===== src/sv/assert_macros.svh =====
// assertion macros used by the buffer pool manager top level
// expects a clock named clk and an active-low reset named rst_n in scope
`ifndef ASSERT_MACROS_SVH
`define ASSERT_MACROS_SVH

// clocked check, switched off while reset is asserted
`define CBPM_ASSERT_RST(label, prop, msg) \
    label: assert property (@(posedge clk) disable iff (!rst_n) (prop)) else $error(msg);

// clocked check that also holds during reset
`define CBPM_ASSERT_ALWAYS(label, prop, msg) \
    label: assert property (@(posedge clk) (prop)) else $error(msg);

`endif


===== src/sv/cbpm_pkg.sv =====
// shared types and codes for the buffer pool manager
// used by cbpm_ctrl, cbpm_dp and the top level; no dependencies
package cbpm_pkg;

    // fixed widths of the stream fields
    localparam int FILE_W  = 8;
    localparam int PAGE_W  = 16;
    localparam int FRAME_W = 4;

    // request actions
    localparam logic [1:0] ACT_READ    = 2'd0;
    localparam logic [1:0] ACT_ALLOC   = 2'd1;
    localparam logic [1:0] ACT_UNPIN   = 2'd2;
    localparam logic [1:0] ACT_DISPOSE = 2'd3;

    // result status codes
    localparam logic [1:0] ST_OK       = 2'd0;
    localparam logic [1:0] ST_FULL     = 2'd1;
    localparam logic [1:0] ST_ABSENT   = 2'd2;
    localparam logic [1:0] ST_UNPINNED = 2'd3;

    // commands from the controller to the datapath
    typedef struct packed {
        logic latch;       // capture the incoming request
        logic srch_init;   // start the lookup at frame zero
        logic srch_run;    // compare one frame, update it on a hit
        logic scan_init;   // start the clock scan after the hand
        logic scan_run;    // examine one frame under the hand
        logic push;        // move the finished result to the output register
    } cmd_t;

    // status from the datapath to the controller
    typedef struct packed {
        logic hit;         // current frame holds the requested page
        logic srch_last;   // current frame is the last one of the table
        logic is_alloc;    // request may need a new frame (read or alloc)
        logic scan_done;   // scan found a frame or gave up
        logic out_free;    // output register can take a result
    } stat_t;

    // one result transaction, first field in the highest bits
    typedef struct packed {
        logic              fetch_valid;
        logic [PAGE_W-1:0] writeback_page;
        logic [FILE_W-1:0] writeback_file;
        logic              writeback_valid;
        logic [FRAME_W-1:0] frame;
        logic [1:0]        status;
    } result_t;

endpackage


===== src/sv/cbpm_ctrl.sv =====
// sequencing state machine for the buffer pool manager
// depends on cbpm_pkg for the command and status structs
module cbpm_ctrl (
    input  logic            clk,
    input  logic            rst_n,
    input  logic            s_tvalid,
    output logic            s_tready,
    input  cbpm_pkg::stat_t stat,
    output cbpm_pkg::cmd_t  cmd
);
    import cbpm_pkg::*;

    localparam logic [2:0] S_IDLE  = 3'd0;
    localparam logic [2:0] S_SRCH0 = 3'd1;
    localparam logic [2:0] S_SRCH  = 3'd2;
    localparam logic [2:0] S_SCAN0 = 3'd3;
    localparam logic [2:0] S_SCAN  = 3'd4;
    localparam logic [2:0] S_PUSH  = 3'd5;

    logic [2:0] state_reg;
    logic [2:0] state_next;

    // next state and commands
    always_comb
    begin
        state_next = state_reg;
        cmd        = '0;
        case (state_reg)
            S_IDLE:
            begin
                if (s_tvalid)
                begin
                    cmd.latch  = 1'b1;
                    state_next = S_SRCH0;
                end
            end
            S_SRCH0:
            begin
                cmd.srch_init = 1'b1;
                state_next    = S_SRCH;
            end
            S_SRCH:
            begin
                cmd.srch_run = 1'b1;
                if (stat.hit)
                begin
                    state_next = S_PUSH;
                end
                else if (stat.srch_last)
                begin
                    state_next = stat.is_alloc ? S_SCAN0 : S_PUSH;
                end
            end
            S_SCAN0:
            begin
                cmd.scan_init = 1'b1;
                state_next    = S_SCAN;
            end
            S_SCAN:
            begin
                cmd.scan_run = 1'b1;
                if (stat.scan_done)
                begin
                    state_next = S_PUSH;
                end
            end
            S_PUSH:
            begin
                if (stat.out_free)
                begin
                    cmd.push   = 1'b1;
                    state_next = S_IDLE;
                end
            end
            default:
            begin
                state_next = S_IDLE;
            end
        endcase
    end

    // state register
    always_ff @(posedge clk or negedge rst_n)
    begin
        if (!rst_n)
        begin
            state_reg <= S_IDLE;
        end
        else
        begin
            state_reg <= state_next;
        end
    end

    assign s_tready = (state_reg == S_IDLE);

endmodule


===== src/sv/cbpm_dp.sv =====
// frame table datapath: descriptor memory, valid bits, clock hand and result registers
// depends on cbpm_pkg; driven by commands from cbpm_ctrl
module cbpm_dp #(
    parameter int NUM_FRAMES   = 16,
    parameter int FILE_ID_BITS = 8,
    parameter int PAGE_BITS    = 16,
    parameter int PIN_BITS     = 8
) (
    input  logic                      clk,
    input  logic                      rst_n,
    input  cbpm_pkg::cmd_t            cmd,
    output cbpm_pkg::stat_t           stat,
    input  logic [1:0]                in_action,
    input  logic [cbpm_pkg::FILE_W-1:0] in_file,
    input  logic [cbpm_pkg::PAGE_W-1:0] in_page,
    input  logic                      in_dirty,
    input  logic                      out_ready,
    output logic                      out_valid,
    output cbpm_pkg::result_t         out_result
);
    import cbpm_pkg::*;

    localparam int IDX_W = $clog2(NUM_FRAMES);
    localparam int CNT_W = $clog2(2 * NUM_FRAMES);
    localparam logic [IDX_W-1:0] LAST_IDX  = IDX_W'(NUM_FRAMES - 1);
    localparam logic [CNT_W-1:0] PASS_LAST = CNT_W'(2 * NUM_FRAMES - 1);

    typedef struct packed {
        logic [FILE_ID_BITS-1:0] owner;
        logic [PAGE_BITS-1:0]    page;
        logic                    dirty;
        logic                    refd;
        logic [PIN_BITS-1:0]     pins;
    } entry_t;

    // frame descriptor memory, one read and one write port
    entry_t mem [NUM_FRAMES];
    entry_t rd_reg;

    // request registers
    logic [1:0]              act_reg;
    logic [FILE_ID_BITS-1:0] file_reg;
    logic [PAGE_BITS-1:0]    page_reg;
    logic                    md_reg;

    // control registers
    logic [NUM_FRAMES-1:0] valid_reg, valid_next;
    logic [IDX_W-1:0]      cur_reg, cur_next;
    logic [IDX_W-1:0]      hand_reg, hand_next;
    logic [CNT_W-1:0]      pass_reg, pass_next;
    logic                  out_valid_reg, out_valid_next;

    // result registers
    result_t res_reg, res_next;
    result_t out_reg;

    // combinational helpers
    logic [IDX_W-1:0]    cur_wrap, hand_wrap, rd_addr;
    logic                cur_valid, tag_match, pinned, victim, take, second_chance;
    logic                is_alloc;
    logic [PIN_BITS-1:0] pins_inc;
    logic [FRAME_W-1:0]  cur_frame;
    logic                wr_en;
    entry_t              wr_data, new_entry;

    assign cur_wrap  = (cur_reg == LAST_IDX) ? '0 : cur_reg + IDX_W'(1);
    assign hand_wrap = (hand_reg == LAST_IDX) ? '0 : hand_reg + IDX_W'(1);
    assign cur_valid = valid_reg[cur_reg];
    assign tag_match = cur_valid && (rd_reg.owner == file_reg) && (rd_reg.page == page_reg);
    assign pinned    = (rd_reg.pins != '0);
    assign victim    = cur_valid && !pinned && !rd_reg.refd;
    assign second_chance = cur_valid && !pinned && rd_reg.refd;
    assign take      = !cur_valid || victim;
    assign is_alloc  = (act_reg == ACT_READ) || (act_reg == ACT_ALLOC);
    assign pins_inc  = (&rd_reg.pins) ? rd_reg.pins : rd_reg.pins + PIN_BITS'(1);
    assign cur_frame = FRAME_W'(32'(cur_reg));

    // fresh descriptor for a newly placed page
    always_comb
    begin
        new_entry       = rd_reg;
        new_entry.owner = file_reg;
        new_entry.page  = page_reg;
        new_entry.dirty = 1'b0;
        new_entry.refd  = 1'b1;
        new_entry.pins  = PIN_BITS'(1);
    end

    // status to the controller
    always_comb
    begin
        stat.hit       = tag_match;
        stat.srch_last = (cur_reg == LAST_IDX);
        stat.is_alloc  = is_alloc;
        stat.scan_done = take || (pass_reg == PASS_LAST);
        stat.out_free  = !out_valid_reg || out_ready;
    end

    // read address for the next cycle
    always_comb
    begin
        if (cmd.srch_init)
        begin
            rd_addr = '0;
        end
        else if (cmd.scan_init)
        begin
            rd_addr = hand_wrap;
        end
        else if (cmd.srch_run || cmd.scan_run)
        begin
            rd_addr = cur_wrap;
        end
        else
        begin
            rd_addr = cur_reg;
        end
    end

    // lookup, scan and result logic
    always_comb
    begin
        valid_next = valid_reg;
        cur_next   = cur_reg;
        hand_next  = hand_reg;
        pass_next  = pass_reg;
        res_next   = res_reg;
        wr_en      = 1'b0;
        wr_data    = rd_reg;

        if (cmd.srch_init)
        begin
            cur_next = '0;
        end

        if (cmd.scan_init)
        begin
            cur_next  = hand_wrap;
            pass_next = '0;
        end

        // lookup: one frame a cycle, update the frame on a hit
        if (cmd.srch_run)
        begin
            cur_next = cur_wrap;
            if (tag_match)
            begin
                res_next       = '0;
                res_next.frame = cur_frame;
                case (act_reg)
                    ACT_READ, ACT_ALLOC:
                    begin
                        wr_en        = 1'b1;
                        wr_data.refd = 1'b1;
                        wr_data.pins = pins_inc;
                        res_next.status = ST_OK;
                    end
                    ACT_UNPIN:
                    begin
                        if (!pinned)
                        begin
                            res_next.status = ST_UNPINNED;
                        end
                        else
                        begin
                            wr_en         = 1'b1;
                            wr_data.pins  = rd_reg.pins - PIN_BITS'(1);
                            wr_data.dirty = rd_reg.dirty | md_reg;
                            res_next.status = ST_OK;
                        end
                    end
                    ACT_DISPOSE:
                    begin
                        valid_next[cur_reg] = 1'b0;
                        res_next.status     = ST_OK;
                    end
                    default:
                    begin
                        res_next.status = ST_OK;
                    end
                endcase
            end
            else if ((cur_reg == LAST_IDX) && !is_alloc)
            begin
                res_next        = '0;
                res_next.status = ST_ABSENT;
            end
        end

        // clock scan: one frame a cycle under the hand
        if (cmd.scan_run)
        begin
            cur_next  = cur_wrap;
            hand_next = cur_reg;
            pass_next = pass_reg + CNT_W'(1);
            if (take)
            begin
                wr_en               = 1'b1;
                wr_data             = new_entry;
                valid_next[cur_reg] = 1'b1;
                res_next            = '0;
                res_next.status     = ST_OK;
                res_next.frame      = cur_frame;
                res_next.fetch_valid = (act_reg == ACT_READ);
                if (victim && rd_reg.dirty)
                begin
                    res_next.writeback_valid = 1'b1;
                    res_next.writeback_file  = FILE_W'(32'(rd_reg.owner));
                    res_next.writeback_page  = PAGE_W'(32'(rd_reg.page));
                end
            end
            else
            begin
                if (second_chance)
                begin
                    wr_en        = 1'b1;
                    wr_data.refd = 1'b0;
                end
                if (pass_reg == PASS_LAST)
                begin
                    res_next        = '0;
                    res_next.status = ST_FULL;
                end
            end
        end
    end

    assign out_valid_next = cmd.push || (out_valid_reg && !out_ready);

    // control state
    always_ff @(posedge clk or negedge rst_n)
    begin
        if (!rst_n)
        begin
            valid_reg     <= '0;
            cur_reg       <= '0;
            hand_reg      <= LAST_IDX;
            pass_reg      <= '0;
            out_valid_reg <= 1'b0;
        end
        else
        begin
            valid_reg     <= valid_next;
            cur_reg       <= cur_next;
            hand_reg      <= hand_next;
            pass_reg      <= pass_next;
            out_valid_reg <= out_valid_next;
        end
    end

    // request capture and result payload
    always_ff @(posedge clk)
    begin
        if (cmd.latch)
        begin
            act_reg  <= in_action;
            file_reg <= FILE_ID_BITS'(32'(in_file));
            page_reg <= PAGE_BITS'(32'(in_page));
            md_reg   <= in_dirty;
        end
        res_reg <= res_next;
        if (cmd.push)
        begin
            out_reg <= res_reg;
        end
    end

    // descriptor memory ports
    always_ff @(posedge clk)
    begin
        if (wr_en)
        begin
            mem[cur_reg] <= wr_data;
        end
        rd_reg <= mem[rd_addr];
    end

    assign out_valid  = out_valid_reg;
    assign out_result = out_reg;

endmodule


===== src/sv/clock_buffer_pool_manager_unit.sv =====
// top level of the buffer pool frame table with clock replacement
// depends on cbpm_pkg, cbpm_ctrl, cbpm_dp and assert_macros.svh
`include "assert_macros.svh"

// Frame table for a page buffer pool. Each request (read, alloc, unpin or
// dispose a page) gives exactly one result transaction. After the request
// is accepted, the lookup reads the descriptors from frame zero on and stops
// at the frame that holds the page or at the last frame; a miss on unpin or
// dispose then gives an absent result, and a read or alloc miss starts the
// clock scan at the frame after the hand, which visits 1 to 2 * NUM_FRAMES
// frames. Both the lookup and the clock scan step through the descriptor
// memory one frame a cycle; a finished result then waits until the output
// register can take it. One request is in work at a time; the next one is
// taken the cycle after a result moves to the output register, and that
// result waits there while the next request is served. No clearing pass is
// needed after reset.
module clock_buffer_pool_manager_unit #(
    parameter int NUM_FRAMES   = 16,
    parameter int FILE_ID_BITS = 8,
    parameter int PAGE_BITS    = 16,
    parameter int PIN_BITS     = 8
) (
    input  logic        clk,
    input  logic        rst_n,
    input  logic        s_tvalid,
    output logic        s_tready,
    input  logic [31:0] s_tdata,   // file_id[7:0], page_no[23:8], mark_dirty[24], zero pad
    input  logic [1:0]  s_tuser,   // action[1:0]
    output logic        m_tvalid,
    input  logic        m_tready,
    output logic [31:0] m_tdata    // status[1:0], frame[5:2], writeback_valid[6],
                                   // writeback_file[14:7], writeback_page[30:15],
                                   // fetch_valid[31]
);
    import cbpm_pkg::*;

    cmd_t    cmd;
    stat_t   stat;
    result_t m_result;

    // sequencing
    cbpm_ctrl u_ctrl (
        .clk      (clk),
        .rst_n    (rst_n),
        .s_tvalid (s_tvalid),
        .s_tready (s_tready),
        .stat     (stat),
        .cmd      (cmd)
    );

    // frame table
    cbpm_dp #(
        .NUM_FRAMES   (NUM_FRAMES),
        .FILE_ID_BITS (FILE_ID_BITS),
        .PAGE_BITS    (PAGE_BITS),
        .PIN_BITS     (PIN_BITS)
    ) u_dp (
        .clk        (clk),
        .rst_n      (rst_n),
        .cmd        (cmd),
        .stat       (stat),
        .in_action  (s_tuser),
        .in_file    (s_tdata[7:0]),
        .in_page    (s_tdata[23:8]),
        .in_dirty   (s_tdata[24]),
        .out_ready  (m_tready),
        .out_valid  (m_tvalid),
        .out_result (m_result)
    );

    assign m_tdata = m_result;

    // checks
    `CBPM_ASSERT_RST(a_one_in_flight, (s_tvalid && s_tready) |=> !s_tready, "request taken while busy")
    `CBPM_ASSERT_RST(a_out_from_push, $rose(m_tvalid) |-> $past(cmd.push), "output raised without push")
    `CBPM_ASSERT_ALWAYS(a_cmd_onehot, $onehot0(cmd), "more than one datapath command")
    `CBPM_ASSERT_RST(a_fetch_ok, (m_tvalid && m_result.fetch_valid) |-> (m_result.status == ST_OK), "fetch with failing status")

endmodule

===== config.mk =====
export PLATFORM = sky130hd
export DESIGN_NAME = clock_buffer_pool_manager_unit
export DESIGN_NICKNAME = d
export VERILOG_FILES = /design/src/sv/cbpm_pkg.sv /design/src/sv/cbpm_ctrl.sv /design/src/sv/cbpm_dp.sv /design/src/sv/clock_buffer_pool_manager_unit.sv
export VERILOG_INCLUDE_DIRS = /design/src /design/src/sv
export SDC_FILE = /design/constraint.sdc
export NUM_CORES = 1
export LEC_CHECK = 0
export BUFFER_PORTS_ARGS = -buffer_cell sky130_fd_sc_hd__clkbuf_2
export CAP_MARGIN = 20
export CELL_PAD_IN_SITES_DETAIL_PLACEMENT = 2
export CELL_PAD_IN_SITES_GLOBAL_PLACEMENT = 2
export CORE_MARGIN = 10
export CORE_UTILIZATION = 40
export DETAILED_ROUTE_END_ITERATION = 8
export MAX_ROUTING_LAYER = met4
export PLACE_DENSITY_LB_ADDON = 0.1
export SLEW_MARGIN = 20
export SYNTH_ARGS = -nofsm -noshare
export SYNTH_HDL_FRONTEND = slang
export SYNTH_HIERARCHICAL = 1
export SYNTH_SLANG_ARGS = --single-unit

===== constraint.sdc =====
create_clock -name clk -period 12.9 [get_ports clk]
set_clock_uncertainty 0.2 [all_clocks]
set_input_delay 0.645 -clock clk [delete_from_list [all_inputs] [get_ports clk]]
set_output_delay 0.645 -clock clk [all_outputs]
set_load 0.01 [all_outputs]

==> impl_metrics.csv <==
group,metric,value,unit
final_layout,area_delta_synth_final,14.6,%
clock_tree,cts-htree-levels,3,
final_layout,finalNetCount,2083,
power,power_density,272,nW/um^2
global_route,grt_overflow_total,0,
logic_synthesis,asyncSetResetFlopFracSynth,4.70,%
critical_path,crit_path_end_kind,"flip-flop",
timing,max_slew_vio_count,0,
critical_path,worst_r2r_path_depth,10,
critical_path,crit_type,"flip-flop to flip-flop",
drt,post_drt_antenna_nets,0,
final_layout,multiInputGateArea,7750,sq um
min_path,type_of_the_worst_min_delay_path,"input port to flip-flop",
drt,viasPerCell,5.96,
power,sw_frac_of_total,39.5,%
logic_synthesis,number_of_enable_type_register_cells_in_the_synthesized_netlist,603,
clock_tree,cts.sinks,702,
clock_tree,gates_resized_cts_repair,0,
drt,detail_route.drc_violations,0,
power,total_switching_power,3.51,mW
min_path,holdPathStages,1,
die,die_height,287,microns
timing,finalCritPeriodShare,39.1,%
die,placement_rows,97,
min_path,timing.hold.worst.start,"s_tdata[14]",
timing,finalHoldViolations,0,
final_layout,final_cells,3042,
final_layout,fin_util,46.5,%
final_layout,layout.area.seq,20300,sq um
place,port_buffers,64,
logic_synthesis,synth_seq_cells,702,
power,power.ir.vdd_worst,0.000310,V
critical_path,worstPathMaxFanout,171,
timing,fmax,198,MHz
timing,fin_tns_setup,0,ps
final_layout,num_antenna_cells,0,
logic_synthesis,synth.distinct_cells,73,
status,status,"finished, final reports clean",
drt,drt-total-wl,91.7,mm
logic_synthesis,synth.top_cells.by_area,"edfxtp_1, dfxtp_1, mux2i_1",
final_layout,finish.instance_area,32700,sq um
global_route,pin_count_of_the_biggest_net_entering_global_routing,206,
power,power.internal,5.38,mW
logic_synthesis,synth_area_per_cell,14.5,sq um
timing,relSlewSlack,31.3,%
final_layout,largest_register_ff_count,544,
logic_synthesis,ys_dominant_reg_cell,"edfxtp_1",
clock_tree,ctsLongestPathBuffers,3,
logic_synthesis,syn_area,28600,sq um
final_layout,fillers,6698,
place,dp.final_hpwl,45.8,mm
logic_synthesis,yosysWarnings,6,
timing,tightestPinTransition,1030,ps
power,total_leakage_power,11.2,nW
min_path,min_to,"u_dp/page_reg[6]$_DFFE_PP_",
logic_synthesis,cell_with_the_most_instances_after_synthesis,"edfxtp_1",
die,chipWidth,287,microns
power,finalPower,8.89,mW
logic_synthesis,post_synth_most_frequent_cells,"edfxtp_1, nand2_1, clkbuf_1",
critical_path,worst_ep_required_time,13260,ps
die,io_pins,72,
drt,detail_route.wl_per_cell,30.1,microns
power,power_frac_seq,35.7,%
global_route,wire_length_of_the_first_global_routing_pass,135,mm
critical_path,slack_of_the_worst_reg_to_reg_path,7850,ps
die,fp.dieArea,82500,sq um
clock_tree,worst_setup_hold_path_clk_slew,50,ps
logic_synthesis,synth_area_leader_cell,"edfxtp_1",
power,clock_network_fraction_of_total_power,25.0,%
critical_path,endpoint_arrival_time_on_the_critical_path,5410,ps
timing,finalCriticalPeriod,5050,ps
critical_path,reg2reg_end,"u_dp/rd_reg[6]$_DFF_P_",
flow_run,max_cap_viols,0,
clock_tree,tritoncts.num_buffers,79,
place,post-place-cells,2868,
global_route,number_of_antenna_violations_at_the_first_check_in_global_routing,0,
drt,drtPass1Iterations,5,
global_route,overall_routing_resource_usage,22.7,%
logic_synthesis,synthCells,1974,
logic_synthesis,synth_net_count,2021,
die,floorplan.initialDensity,40.6,%
timing,finalSetupViolCount,0,
critical_path,critical_path.startpoint_type,"flip-flop",
die,design.core.area,70400,sq um
power,comb_power_share,39.4,%
drt,num_vias,18100,
logic_synthesis,yosysSeqAreaShare,70.9,%
logic_synthesis,post-synth-top-area-fraction,63.4,%
clock_tree,root_buffer_selected_by_cts,"clkbuf_16",
clock_tree,cts_tree,"yes",
place,gp_routability_congestion,0.753,
critical_path,regToRegStartpoint,"u_ctrl/state_reg[0]$_DFFE_PN0P_",
final_layout,drive_above_1_share,16.6,%
clock_tree,clock_latency,640,ps
drt,first_iter_violations,1464,
global_route,grt_pass1_vias,19500,
timing,grt_setup_unrepaired,"false",
place,post_dp_cell_area,29900,sq um
[stage by stage]
step           setup slack (ps)  hold WS (ps)
6_report                   7850          29.7
5_1_grt                    7510          9.59
4_1_cts                    7860          8.20
3_5_place_dp               7950           219
3_3_place_gp               8020           215
2_1_floorplan              8740           149
[kinds of logic after synthesis]
kind of cell    synth area share, %
flops                          70.9
mux                            4.23
xor+xnor                      0.920
buf+inv                        2.76
simple gates                   12.1
fa+ha+maj                     0.394
compound gates                 8.68
[worst max-delay path by stage]
| stage | from | to | slack (ps) |
|---|---|---|---|
| after floorplan | u_dp/cur_frame[1]$_DFFE_PN0P_ | u_dp/mem[10][0]$_DFFE_PP_ | 8740 |
| after global routing | u_ctrl/state_reg[0]$_DFFE_PN0P_ | u_dp/rd_reg[0]$_DFF_P_ | 7510 |
| final | u_ctrl/state_reg[0]$_DFFE_PN0P_ | u_dp/rd_reg[6]$_DFF_P_ | 7850 |
| after global placement | u_ctrl/state_reg[0]$_DFFE_PN0P_ | u_dp/rd_reg[6]$_DFF_P_ | 8020 |
| after CTS | u_ctrl/state_reg[0]$_DFFE_PN0P_ | u_dp/rd_reg[0]$_DFF_P_ | 7860 |
| after detailed placement | u_ctrl/state_reg[0]$_DFFE_PN0P_ | u_dp/rd_reg[6]$_DFF_P_ | 7950 |
[per-layer routing]
| metal | vias to the layer above | GRT usage (%) | part of all wire, % |
|---|---|---|---|
| met3 | 144 | 3.37 | 4.6 |
| li1 | 7855 | - | - |
| met5 | - | - | 0 |
| met1 | 9660 | 30.3 | 45 |
| met2 | 457 | 35.5 | 48 |
| met4 | 0 | 6.98 | 2.9 |
[critical path, cell delays in order (launching register included)]
cell	delay (ps)
dfrtp_1	550
nand2_1	260
nor2_4	750
buf_4	770
a311o_2	250
buf_12	520
buf_4	730
nor3_1	100
mux2i_1	180
a31oi_1	140
and4b_1	290
[cell usage in the layout (no fill, tap or decap), types with 12 or more instances in the layout]
master,instances
a211o_1,34
a21oi_1,12
a22o_1,38
a31oi_1,40
and3_1,69
and4b_1,33
buf_4,37
clkbuf_1,19
clkbuf_16,81
clkbuf_2,64
clkbuf_8,12
clkinv_2,16
dfrtp_1,29
dfxtp_1,66
dlygate4sd3_1,27
edfxtp_1,603
inv_1,14
mux2_2,38
mux2i_1,78
nand2_1,135
nand3_1,81
nand4_1,41
nor2_1,59
nor2_4,18
nor3_1,41
o21ai_0,66
o221a_2,34
o221ai_1,35
or3_1,72
or4_1,33
xnor2_1,13
xor2_1,17
[repair_timing]
item | 4_1_cts | 5_1_grt
setup buffers | 0 | 0
hold endpoints to repair | 55 | 0
endpoints found under the setup margin | 0 | 0
hold buffers | 27 | 0
[power by group through the flow]
stage	Combinational, mW	Clock, mW	Sequential, mW
floorplan	2.39	0	3.11
CTS	3.53	2.27	3.17
finish	3.50	2.22	3.17
global route	3.83	2.35	3.19
global placement	3.36	0	3.21
detailed placement	3.49	0	3.22
[area by class of cell]
type / count / share of cell area, %
Timing Repair Buffer: 132 / 2.87
Sequential cell: 702 / 61.9
Tap cell: 940 / 3.59
Clock inverter: 35 / 0.906
Inverter: 15 / 0.172
Clock buffer: 112 / 6.91
Multi-Input combinational cell: 1106 / 23.7
(Power assumes the default switching activity.)
